File: src/srrw_pkg.sv
package srrw_pkg;

	localparam int SEQ_W     = 32;
	localparam int LEN_W     = 11;
	localparam int TAG_W     = 16;
	localparam int KIND_W    = 2;
	localparam int WIN_W     = 6;
	localparam int ENTRY_W   = LEN_W + TAG_W;

	localparam int unsigned MAX_PAYLOAD = 1024;

	localparam logic [WIN_W-1:0] WIN_RST       = 6'd8;
	localparam logic [SEQ_W-1:0] START_NUM_RST = 32'd0;

	// register indexes
	localparam logic REG_WIN_SIZE  = 1'b0;
	localparam logic REG_START_NUM = 1'b1;

	// packet kinds
	localparam logic PKT_DATA = 1'b0;
	localparam logic PKT_END  = 1'b1;

	// result kinds
	localparam logic [KIND_W-1:0] RES_DELIVER = 2'd0;
	localparam logic [KIND_W-1:0] RES_ACK     = 2'd1;
	localparam logic [KIND_W-1:0] RES_END     = 2'd2;

	typedef enum logic [1:0] {
		ST_IDLE,
		ST_CHECK,
		ST_DRAIN
	} srrw_state_t;

	typedef struct packed {
		logic take_data;
		logic take_end;
		logic deliver;
		logic ack;
	} srrw_cmd_t;

	typedef struct packed {
		logic head_valid;
	} srrw_status_t;

endpackage

File: src/srrw_ram.sv
module srrw_ram #(
	parameter int WIDTH = 27,
	parameter int DEPTH = 8
) (
	input  logic                                  clk,
	input  logic                                  we,
	input  logic [(DEPTH > 1 ? $clog2(DEPTH) : 1)-1:0] waddr,
	input  logic [WIDTH-1:0]                      wdata,
	input  logic [(DEPTH > 1 ? $clog2(DEPTH) : 1)-1:0] raddr,
	output logic [WIDTH-1:0]                      rdata
);

	logic [WIDTH-1:0] mem_q [DEPTH];

	always_ff @(posedge clk) begin
		if (we) begin
			mem_q[waddr] <= wdata;
		end
		rdata <= mem_q[raddr];
	end

endmodule

File: src/srrw_ctrl.sv
module srrw_ctrl (
	input  logic                  clk,
	input  logic                  arst_n,
	input  logic                  start,
	input  logic                  pkt_kind,
	input  srrw_pkg::srrw_status_t status,
	output srrw_pkg::srrw_cmd_t    cmd,
	output logic                  busy
);

	srrw_pkg::srrw_state_t state_q, state_d;

	always_ff @(posedge clk or negedge arst_n) begin
		if (!arst_n) begin
			state_q <= srrw_pkg::ST_IDLE;
		end else begin
			state_q <= state_d;
		end
	end

	always_comb begin
		state_d = state_q;
		cmd     = '0;
		busy    = 1'b1;
		unique case (state_q)
			srrw_pkg::ST_IDLE: begin
				busy = 1'b0;
				if (start) begin
					if (pkt_kind == srrw_pkg::PKT_END) begin
						// single end beat, ready again next cycle
						cmd.take_end = 1'b1;
					end else begin
						cmd.take_data = 1'b1;
						state_d       = srrw_pkg::ST_CHECK;
					end
				end
			end
			// slot RAM read of the head entry lands here
			srrw_pkg::ST_CHECK: begin
				state_d = srrw_pkg::ST_DRAIN;
			end
			srrw_pkg::ST_DRAIN: begin
				if (status.head_valid) begin
					cmd.deliver = 1'b1;
				end else begin
					cmd.ack = 1'b1;
					state_d = srrw_pkg::ST_IDLE;
				end
			end
			default: begin
				state_d = srrw_pkg::ST_IDLE;
			end
		endcase
	end

endmodule

File: src/srrw_datapath.sv
module srrw_datapath #(
	parameter int WINDOW_SLOTS = 8
) (
	input  logic                                  clk,
	input  logic                                  arst_n,
	input  srrw_pkg::srrw_cmd_t                   cmd,
	output srrw_pkg::srrw_status_t                status,
	input  logic [srrw_pkg::WIN_W-1:0]            win_size,
	input  logic [srrw_pkg::SEQ_W-1:0]            start_num,
	input  logic [srrw_pkg::SEQ_W-1:0]            pkt_seq,
	input  logic [srrw_pkg::LEN_W-1:0]            pkt_len,
	input  logic [srrw_pkg::TAG_W-1:0]            pkt_tag,
	output logic                                  result_valid,
	output logic [srrw_pkg::KIND_W-1:0]           result_kind,
	output logic [srrw_pkg::SEQ_W-1:0]            out_seq,
	output logic [srrw_pkg::LEN_W-1:0]            out_len,
	output logic [srrw_pkg::TAG_W-1:0]            out_tag,
	output logic [srrw_pkg::SEQ_W-1:0]            ack_seq,
	output logic                                  last_of_run
);

	localparam int SW = (WINDOW_SLOTS > 1) ? $clog2(WINDOW_SLOTS) : 1;
	// slot count must be a power of two, which the block does not check; the slot is the masked low sequence bits
	localparam logic [SW-1:0]                 SLOT_MASK = SW'(WINDOW_SLOTS - 1);
	localparam logic [srrw_pkg::WIN_W-1:0]    SLOTS_W = srrw_pkg::WIN_W'(WINDOW_SLOTS);
	localparam int                            LCMP_W  = 17;

	logic [srrw_pkg::SEQ_W-1:0]     exp_q;
	logic [WINDOW_SLOTS-1:0]        valid_q;

	logic [srrw_pkg::WIN_W-1:0]     win_eff;
	logic [srrw_pkg::SEQ_W-1:0]     off;
	logic                           in_win;
	logic                           len_ok;
	logic                           store;
	logic [srrw_pkg::SEQ_W-1:0]     exp_inc;
	logic [SW-1:0]                  pkt_slot;
	logic [SW-1:0]                  head_slot;
	logic [SW-1:0]                  next_slot;
	logic [SW-1:0]                  raddr;
	logic [srrw_pkg::ENTRY_W-1:0]   rdata;
	logic [srrw_pkg::ENTRY_W-1:0]   wdata;

	// window and length checks with wrap-safe offset, slot addresses and RAM write data
	always_comb begin
		win_eff   = (win_size > SLOTS_W) ? SLOTS_W : win_size;
		off       = pkt_seq - exp_q;
		in_win    = (off[srrw_pkg::SEQ_W-1:srrw_pkg::WIN_W] == '0) &&
		            (off[srrw_pkg::WIN_W-1:0] < win_eff);
		len_ok    = (LCMP_W'(pkt_len) <= LCMP_W'(srrw_pkg::MAX_PAYLOAD));
		store     = cmd.take_data && in_win && len_ok;
		pkt_slot  = pkt_seq[SW-1:0] & SLOT_MASK;
		head_slot = exp_q[SW-1:0] & SLOT_MASK;
		exp_inc   = exp_q + srrw_pkg::SEQ_W'(1);
		next_slot = exp_inc[SW-1:0] & SLOT_MASK;
		raddr     = cmd.deliver ? next_slot : head_slot;
		wdata     = {pkt_tag, pkt_len};
	end

	assign status.head_valid = valid_q[head_slot];

	srrw_ram #(
		.WIDTH (srrw_pkg::ENTRY_W),
		.DEPTH (WINDOW_SLOTS)
	) u_slot_ram (
		.clk   (clk),
		.we    (store),
		.waddr (pkt_slot),
		.wdata (wdata),
		.raddr (raddr),
		.rdata (rdata)
	);

	always_ff @(posedge clk or negedge arst_n) begin
		if (!arst_n) begin
			exp_q        <= srrw_pkg::START_NUM_RST;
			valid_q      <= '0;
			result_valid <= 1'b0;
		end else begin
			result_valid <= cmd.take_end || cmd.deliver || cmd.ack;
			if (cmd.take_end) begin
				exp_q   <= start_num;
				valid_q <= '0;
			end else begin
				if (store) begin
					valid_q[pkt_slot] <= 1'b1;
				end
				if (cmd.deliver) begin
					valid_q[head_slot] <= 1'b0;
					exp_q              <= exp_inc;
				end
			end
		end
	end

	// result beat registers
	always_ff @(posedge clk) begin
		if (cmd.take_end || cmd.deliver || cmd.ack) begin
			result_kind <= srrw_pkg::RES_END;
			out_seq     <= '0;
			out_len     <= '0;
			out_tag     <= '0;
			ack_seq     <= '0;
			last_of_run <= 1'b1;
			if (cmd.deliver) begin
				result_kind <= srrw_pkg::RES_DELIVER;
				out_seq     <= exp_q;
				out_len     <= rdata[srrw_pkg::LEN_W-1:0];
				out_tag     <= rdata[srrw_pkg::ENTRY_W-1:srrw_pkg::LEN_W];
				last_of_run <= 1'b0;
			end else if (cmd.ack) begin
				result_kind <= srrw_pkg::RES_ACK;
				ack_seq     <= exp_q;
			end
		end
	end

endmodule

File: src/selective_repeat_receive_window.sv
// Data packet: busy from the accepting edge through the check and drain states; one
// beat per cycle, a delivery per valid head slot, then the ack; first beat shows after
// the first drain state. Deliveries read the slot RAM through its single read port.
// End packet: end beat the cycle after accept; the next packet can be taken at the
// following edge. Results cannot be stalled.
// Reset: window width 8, start number 0, expected 0, all slots invalid.
module selective_repeat_receive_window #(
	parameter int WINDOW_SLOTS = 8
) (
	input  logic                               clk,
	input  logic                               arst_n,
	input  logic                               psel,
	input  logic                               penable,
	input  logic                               pwrite,
	input  logic [2:0]                         paddr,
	input  logic [31:0]                        pwdata,
	output logic [31:0]                        prdata,
	output logic                               pready,
	input  logic                               start,
	output logic                               busy,
	input  logic                               pkt_kind,
	input  logic [srrw_pkg::SEQ_W-1:0]         pkt_seq,
	input  logic [srrw_pkg::LEN_W-1:0]         pkt_len,
	input  logic [srrw_pkg::TAG_W-1:0]         pkt_tag,
	output logic                               result_valid,
	output logic [srrw_pkg::KIND_W-1:0]        result_kind,
	output logic [srrw_pkg::SEQ_W-1:0]         out_seq,
	output logic [srrw_pkg::LEN_W-1:0]         out_len,
	output logic [srrw_pkg::TAG_W-1:0]         out_tag,
	output logic [srrw_pkg::SEQ_W-1:0]         ack_seq,
	output logic                               last_of_run
);

	logic [srrw_pkg::WIN_W-1:0] win_size_q;
	logic [srrw_pkg::SEQ_W-1:0] start_num_q;
	logic                       reg_wr;
	logic                       reg_idx;

	srrw_pkg::srrw_cmd_t    cmd;
	srrw_pkg::srrw_status_t status;

	assign pready  = 1'b1;
	assign reg_idx = paddr[2];
	assign reg_wr  = psel && penable && pwrite && pready;

	always_ff @(posedge clk or negedge arst_n) begin
		if (!arst_n) begin
			win_size_q  <= srrw_pkg::WIN_RST;
			start_num_q <= srrw_pkg::START_NUM_RST;
		end else if (reg_wr) begin
			unique case (reg_idx)
				srrw_pkg::REG_WIN_SIZE:  win_size_q  <= pwdata[srrw_pkg::WIN_W-1:0];
				srrw_pkg::REG_START_NUM: start_num_q <= pwdata;
				default: ;
			endcase
		end
	end

	always_comb begin
		unique case (reg_idx)
			srrw_pkg::REG_WIN_SIZE:  prdata = 32'(win_size_q);
			srrw_pkg::REG_START_NUM: prdata = start_num_q;
			default:                 prdata = '0;
		endcase
	end

	srrw_ctrl u_ctrl (
		.clk      (clk),
		.arst_n   (arst_n),
		.start    (start),
		.pkt_kind (pkt_kind),
		.status   (status),
		.cmd      (cmd),
		.busy     (busy)
	);

	srrw_datapath #(
		.WINDOW_SLOTS (WINDOW_SLOTS)
	) u_datapath (
		.clk          (clk),
		.arst_n       (arst_n),
		.cmd          (cmd),
		.status       (status),
		.win_size     (win_size_q),
		.start_num    (start_num_q),
		.pkt_seq      (pkt_seq),
		.pkt_len      (pkt_len),
		.pkt_tag      (pkt_tag),
		.result_valid (result_valid),
		.result_kind  (result_kind),
		.out_seq      (out_seq),
		.out_len      (out_len),
		.out_tag      (out_tag),
		.ack_seq      (ack_seq),
		.last_of_run  (last_of_run)
	);

endmodule

File: config.mk
export PLATFORM = sky130hd
export DESIGN_NAME = selective_repeat_receive_window
export DESIGN_NICKNAME = d
export VERILOG_FILES = /design/src/srrw_pkg.sv /design/src/srrw_ram.sv /design/src/srrw_ctrl.sv /design/src/srrw_datapath.sv /design/src/selective_repeat_receive_window.sv
export SDC_FILE = /design/constraint.sdc
export NUM_CORES = 1
export LEC_CHECK = 0
export BUFFER_PORTS_ARGS = -buffer_cell sky130_fd_sc_hd__buf_2
export CAP_MARGIN = 5
export CORE_ASPECT_RATIO = 1.5
export CORE_MARGIN = 1
export CORE_UTILIZATION = 35
export DETAILED_ROUTE_END_ITERATION = 16
export PLACE_DENSITY_LB_ADDON = 0.3
export SKIP_LAST_GASP = 1
export SLEW_MARGIN = 20
export SYNTH_ARGS = -nofsm -noshare
export SYNTH_HDL_FRONTEND = slang
export SYNTH_SLANG_ARGS = --single-unit
export TNS_END_PERCENT = 50
File: constraint.sdc
create_clock -name clk -period 6.85 [get_ports clk]
set_input_delay 0.685 -clock clk [delete_from_list [all_inputs] [get_ports clk]]
set_output_delay 0.685 -clock clk [all_outputs]
set_load 0.02 [all_outputs]
==> Word level (Yosys, flattened, before mapping) <==
Memory sizes are Yosys's and may differ from the RTL's. A register that Yosys moved wholly into a read port is not among the register bits.
Cells that the tools add are included.
Widths: inputs -> output; s select.
{ "word_totals": {"mem_bits_rw": 216, "out_inout_bits": 129, "in_bits": 101, "register_bits": 175, "mem_count": 1, "wordCells": 79} }
{ "classes": {"bitwise_logic": 5, "order_cmp": 7, "n_addsub": 2, "reduce_logical": 16, "muxes": 31, "eq_ne": 5} }
{ "memory_table": {"columns": ["name", "words", "width", "rd", "rd_clocked_by_memory_dff", "write_ports", "line", "text"], "rows": [
  ["u_datapath.u_slot_ram.mem_q", 8, 27, 1, 1, 1, "srrw_ram.sv:13", "logic [WIDTH-1:0] mem_q [DEPTH];"]
]} }
{ "op_table": {"columns": ["operator", "n"], "rows": [
  ["$mux 32", 2],
  ["$pmux 32 s2", 1],
  ["$add 32x1->32 const B", 1],
  ["$mux 8", 4],
  ["$sub 32x32->32", 1],
  ["$logic_not 26->1", 1],
  ["$mux 2", 7],
  ["$le 11x11->1 const B", 1],
  ["$mux 1", 11],
  ["$and 8x8->8", 1],
  ["$lt 3x4->1 const B", 2],
  ["$not 8->8", 1],
  ["$or 8x8->8", 1],
  ["$logic_and 1x1->1", 7],
  ["$demux 1 s3", 2],
  ["$ge 3x1->1 const B", 2],
  ["$gt 6x4->1 const B", 1],
  ["$lt 6x6->1", 1],
  ["$mux 6", 1],
  ["$ne 2x2->1 const B", 3],
  ["$pmux 2 s3", 1],
  ["$reduce_and 2->1", 2],
  ["$bmux 1 s3", 1],
  ["$mux 3", 1],
  ["8 further kinds", 10]
]} }

==> Depth between registers and ports, before layout <==
{ "depth": {"ltp_word": 11, "mapped_depth": 18, "depth_no_buf": 17} }

==> Hierarchy <==
From an unflattened synthesis, not the netlist that was laid out.
{ "hier_totals": {"hier_cells": 1312, "area_unflattened_um2": 19033.3} }
{ "by_module_without_submodules": {"columns": ["module", "cells_each", "n_inst", "seq_area_each_um2", "area_each_um2"], "rows": [
  ["srrw_ram", 352, 1, 7026.7, 8912.3],
  ["srrw_datapath", 831, 1, 3848.7, 8180.3],
  ["selective_repeat_receive_window", 119, 1, 952.2, 1828.0],
  ["srrw_ctrl", 10, 1, 50.0, 112.6]
]} }

==> Worst setup path before layout <==
Ideal clock, no wire load.
{ "synth_path": {"path_type": "input to register", "start": "input port pkt_seq[0] in the netlist's numbering", "end": "memory u_datapath.u_slot_ram.mem_q[0][0], enable pin", "path_buffers": 1, "t_arrival_ns": 6.413, "path_stages": 17, "path_slack_ns": -0.045, "path_cell_list": "clkbuf_1 > inv_1 > ha_1 > inv_1 > fa_1 > a21o_1 > a21oi_1 > xnor2_1 > ha_1 > nand3_1 > a311oi_1 > or4_1 > nor4_1 > nand3_1 > nor4_2 > nand4_2 > nor4_1"} }
{ "synth_between": {"elab_chain_cells": 7} }
{ "synth_rtl": {"columns": ["element", "line", "text"], "rows": [
  ["from (decl)", "selective_repeat_receive_window.sv:22", "input logic [srrw_pkg::SEQ_W-1:0] pkt_seq,"],
  ["$sub 32x32->32", "srrw_datapath.sv:47", "off = pkt_seq - exp_q;"],
  ["$lt 6x6->1 / $logic_not 26->1 (equally long branches)", "srrw_datapath.sv:49, srrw_datapath.sv:48", null],
  ["$logic_and 1x1->1", "srrw_datapath.sv:48", "in_win = (off[srrw_pkg::SEQ_W-1:srrw_pkg::WIN_W] == '0) &&"],
  ["$logic_and 1x1->1 (2 in a row)", "srrw_datapath.sv:51", "store = cmd.take_data && in_win && len_ok;"],
  ["$mux 1", "srrw_ram.sv:16", "if (we) begin"],
  ["$mux 1 (not written as such)", "srrw_ram.sv:17", "mem_q[waddr] <= wdata;"],
  ["to (decl)", "srrw_ram.sv:13", null]
]} }
Parallel ways exist; a longest one is shown, timed or not.

==> Worst setup path in the final report <==
{ "layout_path": {"start": "register u_datapath.exp_q[0] in the netlist's numbering", "end": "memory u_datapath.u_slot_ram.mem_q[4][3], enable pin"} }
{ "layout_between": {"elab_chain_cells": 7} }
{ "layout_rtl": {"columns": ["element", "line", "text"], "rows": [
  ["from (decl)", "srrw_datapath.sv:28", "logic [srrw_pkg::SEQ_W-1:0] exp_q;"],
  ["from (signal assigned)", "srrw_datapath.sv:76", "exp_q <= srrw_pkg::START_NUM_RST;"],
  ["from (signal assigned)", "srrw_datapath.sv:82", "exp_q <= start_num;"],
  ["from (signal assigned)", "srrw_datapath.sv:90", "exp_q <= exp_inc;"],
  ["$sub 32x32->32 *", "srrw_datapath.sv:47", null],
  ["$lt 6x6->1 / $logic_not 26->1 (equally long branches)", "srrw_datapath.sv:49, srrw_datapath.sv:48", null],
  ["$logic_and 1x1->1 *", "srrw_datapath.sv:48", null],
  ["$logic_and 1x1->1 * (2 in a row)", "srrw_datapath.sv:51", null],
  ["$mux 1 *", "srrw_ram.sv:16", null],
  ["$mux 1 (not written as such) *", "srrw_ram.sv:17", null]
]} }
Mark *: on every way between the ends. The rest lies on a longest branch, timed or not.

==> load_flow_metrics.sql <==
INSERT INTO impl_metrics (metric_group, metric, value, unit) VALUES
('outcome', 'status', 'finished clean', ''),
('worst_hold_path', 'hold_class', 'input port to async pin', ''),
('clocking', 'tritoncts.num_buffers', '42', ''),
('clocking', 'cts.clk_slew.worst_paths', '0.07', 'ns'),
('synth', 'syn_area_per_cell', '13.8', 'um2'),
('clocking', 'cts.sink_count', '418', ''),
('timing', 'headroom_to_the_max_slew_limit', '45.3', '%'),
('place', 'numPortBuffers', '226', ''),
('power', 'power_density', '332', 'nW/um2'),
('global_routing', 'via_count_of_the_first_global_routing_pass', '12700', ''),
('timing', 'timing_hold_violations_final', '0', ''),
('synth', 'ys_seq_elements', '418', ''),
('drt', 'first_iter_violations', '738', ''),
('synth', 'synth.yosys.warnings', '0', ''),
('global_routing', 'pin_count_of_the_biggest_net_entering_global_routing', '59', ''),
('clocking', 'worstSkewPairLatency', '0.56', 'ns'),
('drt', 'vias_per_cell', '5.34', ''),
('timing', 'setup_viol', '0', ''),
('floorplanning', 'design.core.area', '52800', 'um2'),
('place', 'detailed_place.area', '20700', 'um2'),
('power', 'portion_of_total_power_attributed_to_sequential_cells', '42.1', '%'),
('floorplanning', 'initial_core_util', '35.5', '%'),
('place', 'dp_cells', '2228', ''),
('finish', 'layout.filler_cells', '4986', ''),
('finish', 'post_route_cells_drive_above_1_share', '28.9', '%'),
('power', 'cellInternalPower', '5.05', 'mW'),
('synth', 'yosysTopAreaCell', 'sky130_fd_sc_hd__edfxtp_1', ''),
('finish', 'layout.cell_area.non_filler', '22100', 'um2'),
('finish', 'multiInputGateArea', '6440', 'um2'),
('drt', 'drt.antenna.violating_nets', '0', ''),
('clocking', 'cts_resized', '0', ''),
('power', 'fraction_of_power_consumed_by_combinational_cells', '25.3', '%'),
('power', 'p_sw', '2.31', 'mW'),
('global_routing', 'grt_pass1_wl', '77.2', 'mm'),
('drt', 'dr.pass1.iters', '6', ''),
('floorplanning', 'dieWidth', '191', 'um'),
('global_routing', 'globalRouteOverflowTotal', '0', ''),
('clocking', 'clock-root-buffer', 'sky130_fd_sc_hd__clkbuf_16', ''),
('clocking', 'postCtsSetupRepairBufs', '0', ''),
('place', 'hpwl', '36.7', 'mm'),
('synth', 'synth_top_cells_by_area', 'sky130_fd_sc_hd__edfxtp_1, sky130_fd_sc_hd__dfrtp_1, sky130_fd_sc_hd__mux4_2, sky130_fd_sc_hd__mux2_2, sky130_fd_sc_hd__dfxtp_1', ''),
('clocking', 'cts_htree_levels', '2', ''),
('finish', 'area_growth_syn_to_layout', '17.9', '%'),
('place', 'gp_congestion', '0.942', ''),
('synth', 'synth_top_flop_cell', 'sky130_fd_sc_hd__edfxtp_1', ''),
('global_routing', 'antenna_found_initial', '6', ''),
('timing', 'timing.clock.skew', '0.0391', 'ns'),
('synth', 'synth_cell_types', '84', ''),
('flow_run', 'max_cap_viol_count', '0', ''),
('drt', 'route.vias.total', '12300', ''),
('power', 'power.leakage', '8.23', 'nW'),
('critical_path', 'critical_path_peak_fanout', '27', ''),
('critical_path', 'worst_setup_end_kind', 'flip-flop', ''),
('power', 'ir_worst_vdd', '0.000237', 'V'),
('floorplanning', 'row_count', '103', ''),
('drt', 'totalWireLength', '51.8', 'mm'),
('timing', 'timing.fmax', '180', 'MHz'),
('critical_path', 'cp_data_arrival_time', '5.74', 'ns'),
('timing', 'slew_violations', '0', ''),
('clocking', 'cts-hold-fix-buffers', '0', ''),
('power', 'p_sw_share', '31.4', '%'),
('finish', 'finalNetCount', '1729', ''),
('clocking', 'tritoncts', 'done', ''),
('synth', 'synth-seq-area-share', '63.3', '%'),
('finish', 'regArea', '11900', 'um2'),
('drt', 'drc', '0', ''),
('synth', 'synth_async_sr_flop_share', '19.4', '%'),
('synth', 'postSynthCellCount', '1364', ''),
('timing', 'rsz0062_at_grt', 'false', ''),
('drt', 'wl_per_cell', '22.4', 'um'),
('global_routing', 'groute.usage.overall', '19.0', '%');
worst max-delay path, stage by stage (launching register included):
cell and delay, ns:
sky130_fd_sc_hd__dfrtp_1 0.64, sky130_fd_sc_hd__ha_1 0.25, sky130_fd_sc_hd__inv_1 0.05, sky130_fd_sc_hd__fa_1 0.43
sky130_fd_sc_hd__a211oi_1 0.39, sky130_fd_sc_hd__o211ai_1 0.20, sky130_fd_sc_hd__a31oi_1 0.21, sky130_fd_sc_hd__buf_4 0.18
sky130_fd_sc_hd__nand2_1 0.06, sky130_fd_sc_hd__o311ai_0 0.72, sky130_fd_sc_hd__o21ai_0 0.20, sky130_fd_sc_hd__nor4b_1 0.56
sky130_fd_sc_hd__nand4_2 0.54, sky130_fd_sc_hd__nor3b_2 0.30, sky130_fd_sc_hd__buf_4 0.43
cells by family after synthesis:
kind of cell,count (synthesis),synth area share [%]
other cells,1,0.0200
compound gates,226,7.49
flops,418,63.3
fa+ha+maj,38,2.57
buf+inv,115,2.86
xor+xnor,24,1.22
mux,134,11.5
simple gates,408,11.1
path summary, 6_finish.rpt:
path | slack (ns) | end | from | cells past startpoint
max | 1.28 | u_datapath.u_slot_ram.mem_q[4][3] | u_datapath.exp_q[0] | 14
min | 0.02 | win_size_q[2] | arst_n | 1
max reg2reg | 1.28 | u_datapath.u_slot_ram.mem_q[4][3] | u_datapath.exp_q[0] | 14
min reg2reg | 0.48 | u_datapath.valid_q[1] | u_datapath.valid_q[1] | 2
max in group asynchronous | 5.65 | start_num_q[22] | arst_n | 2
min in group clk | 0.32 | u_ctrl.state_q[0] | pkt_kind | 2
stage by stage:
stage | setup TNS (ns) | hold slack (ns) | utilization (%) | worst slack [ns] | power (mW)
floorplan | -2.44 | 0.389 | - | -0.0452 | 4.42
detailed placement | 0 | 0.474 | 39.1 | 1.04 | 5.01
global route | 0 | 0.0236 | 41.9 | 1.10 | 7.71
CTS | 0 | 0.000535 | 41.9 | 1.39 | 7.43
global placement | 0 | 0.461 | 39.1 | 1.04 | 5.01
finish | 0 | 0.0208 | 41.9 | 1.28 | 7.36
power by group through the flow:
| stage | Sequential [mW] | Combinational [mW] | Clock [mW] |
|---|---|---|---|
| finish | 3.10 | 1.86 | 2.39 |
| global route | 3.12 | 2.03 | 2.55 |
| CTS | 3.10 | 1.88 | 2.46 |
| detailed placement | 3.15 | 1.86 | 0 |
| global placement | 3.14 | 1.87 | 0 |
| floorplan | 3.13 | 1.29 | 0 |
flip-flops by register name, summed over array words and instances, names as in the netlist, 6 cells and up:
name,flops
u_datapath.u_slot_ram.mem_q,216
start_num_q,32
u_datapath.ack_seq,32
u_datapath.exp_q,32
u_datapath.out_seq,32
u_datapath.u_slot_ram.rdata,27
u_datapath.out_tag,16
u_datapath.out_len,11
u_datapath.valid_q,8
win_size_q,6
cells in the mapped netlist, types with 38 or more instances:
| master | count |
|---|---|
| sky130_fd_sc_hd__a21oi_1 | 76 |
| sky130_fd_sc_hd__and2_1 | 58 |
| sky130_fd_sc_hd__clkbuf_1 | 38 |
| sky130_fd_sc_hd__dfrtp_1 | 80 |
| sky130_fd_sc_hd__edfxtp_1 | 310 |
| sky130_fd_sc_hd__inv_1 | 46 |
| sky130_fd_sc_hd__mux2_2 | 68 |
| sky130_fd_sc_hd__mux4_2 | 51 |
| sky130_fd_sc_hd__nand2_1 | 89 |
| sky130_fd_sc_hd__nor2_1 | 88 |
| sky130_fd_sc_hd__nor3_1 | 61 |
| sky130_fd_sc_hd__o21ai_0 | 62 |
layer usage:
layer	vias to the layer above	share of wire [%]	global-route usage, %	routed length [um]
li1	5642	-	-	-
met1	6186	39	22.4	20200
met2	369	53	34.3	27400
met3	107	4.5	3.12	2350
met4	10	3.4	6.79	1770
met5	-	0.11	0	55
cells in the final DEF, fill, tap and decap left out, types with 22 or more instances in the layout:
cell type / count
sky130_fd_sc_hd__edfxtp_1: 310
sky130_fd_sc_hd__buf_2: 225
sky130_fd_sc_hd__nand2_1: 88
sky130_fd_sc_hd__nor2_1: 85
sky130_fd_sc_hd__dfrtp_1: 80
sky130_fd_sc_hd__a21oi_1: 76
sky130_fd_sc_hd__mux2_2: 68
sky130_fd_sc_hd__o21ai_0: 62
sky130_fd_sc_hd__nor3_1: 58
sky130_fd_sc_hd__and2_1: 58
sky130_fd_sc_hd__mux4_2: 51
sky130_fd_sc_hd__inv_1: 45
sky130_fd_sc_hd__clkbuf_16: 43
sky130_fd_sc_hd__ha_1: 37
sky130_fd_sc_hd__nand3_1: 31
sky130_fd_sc_hd__dfxtp_1: 27
sky130_fd_sc_hd__buf_4: 22
cell type report:
| type | instances | share of cell area [%] |
|---|---|---|
| clock inverter | 25 | 1.40 |
| timing repair buffer | 249 | 6.02 |
| multi-input combinational | 833 | 29.1 |
| antenna | 1 | 0.0113 |
| inverter | 46 | 0.780 |
| tap | 682 | 3.86 |
| sequential | 418 | 53.7 |
| clock buffer | 53 | 5.17 |
No activity file was read; power rests on OpenSTA's default activity.
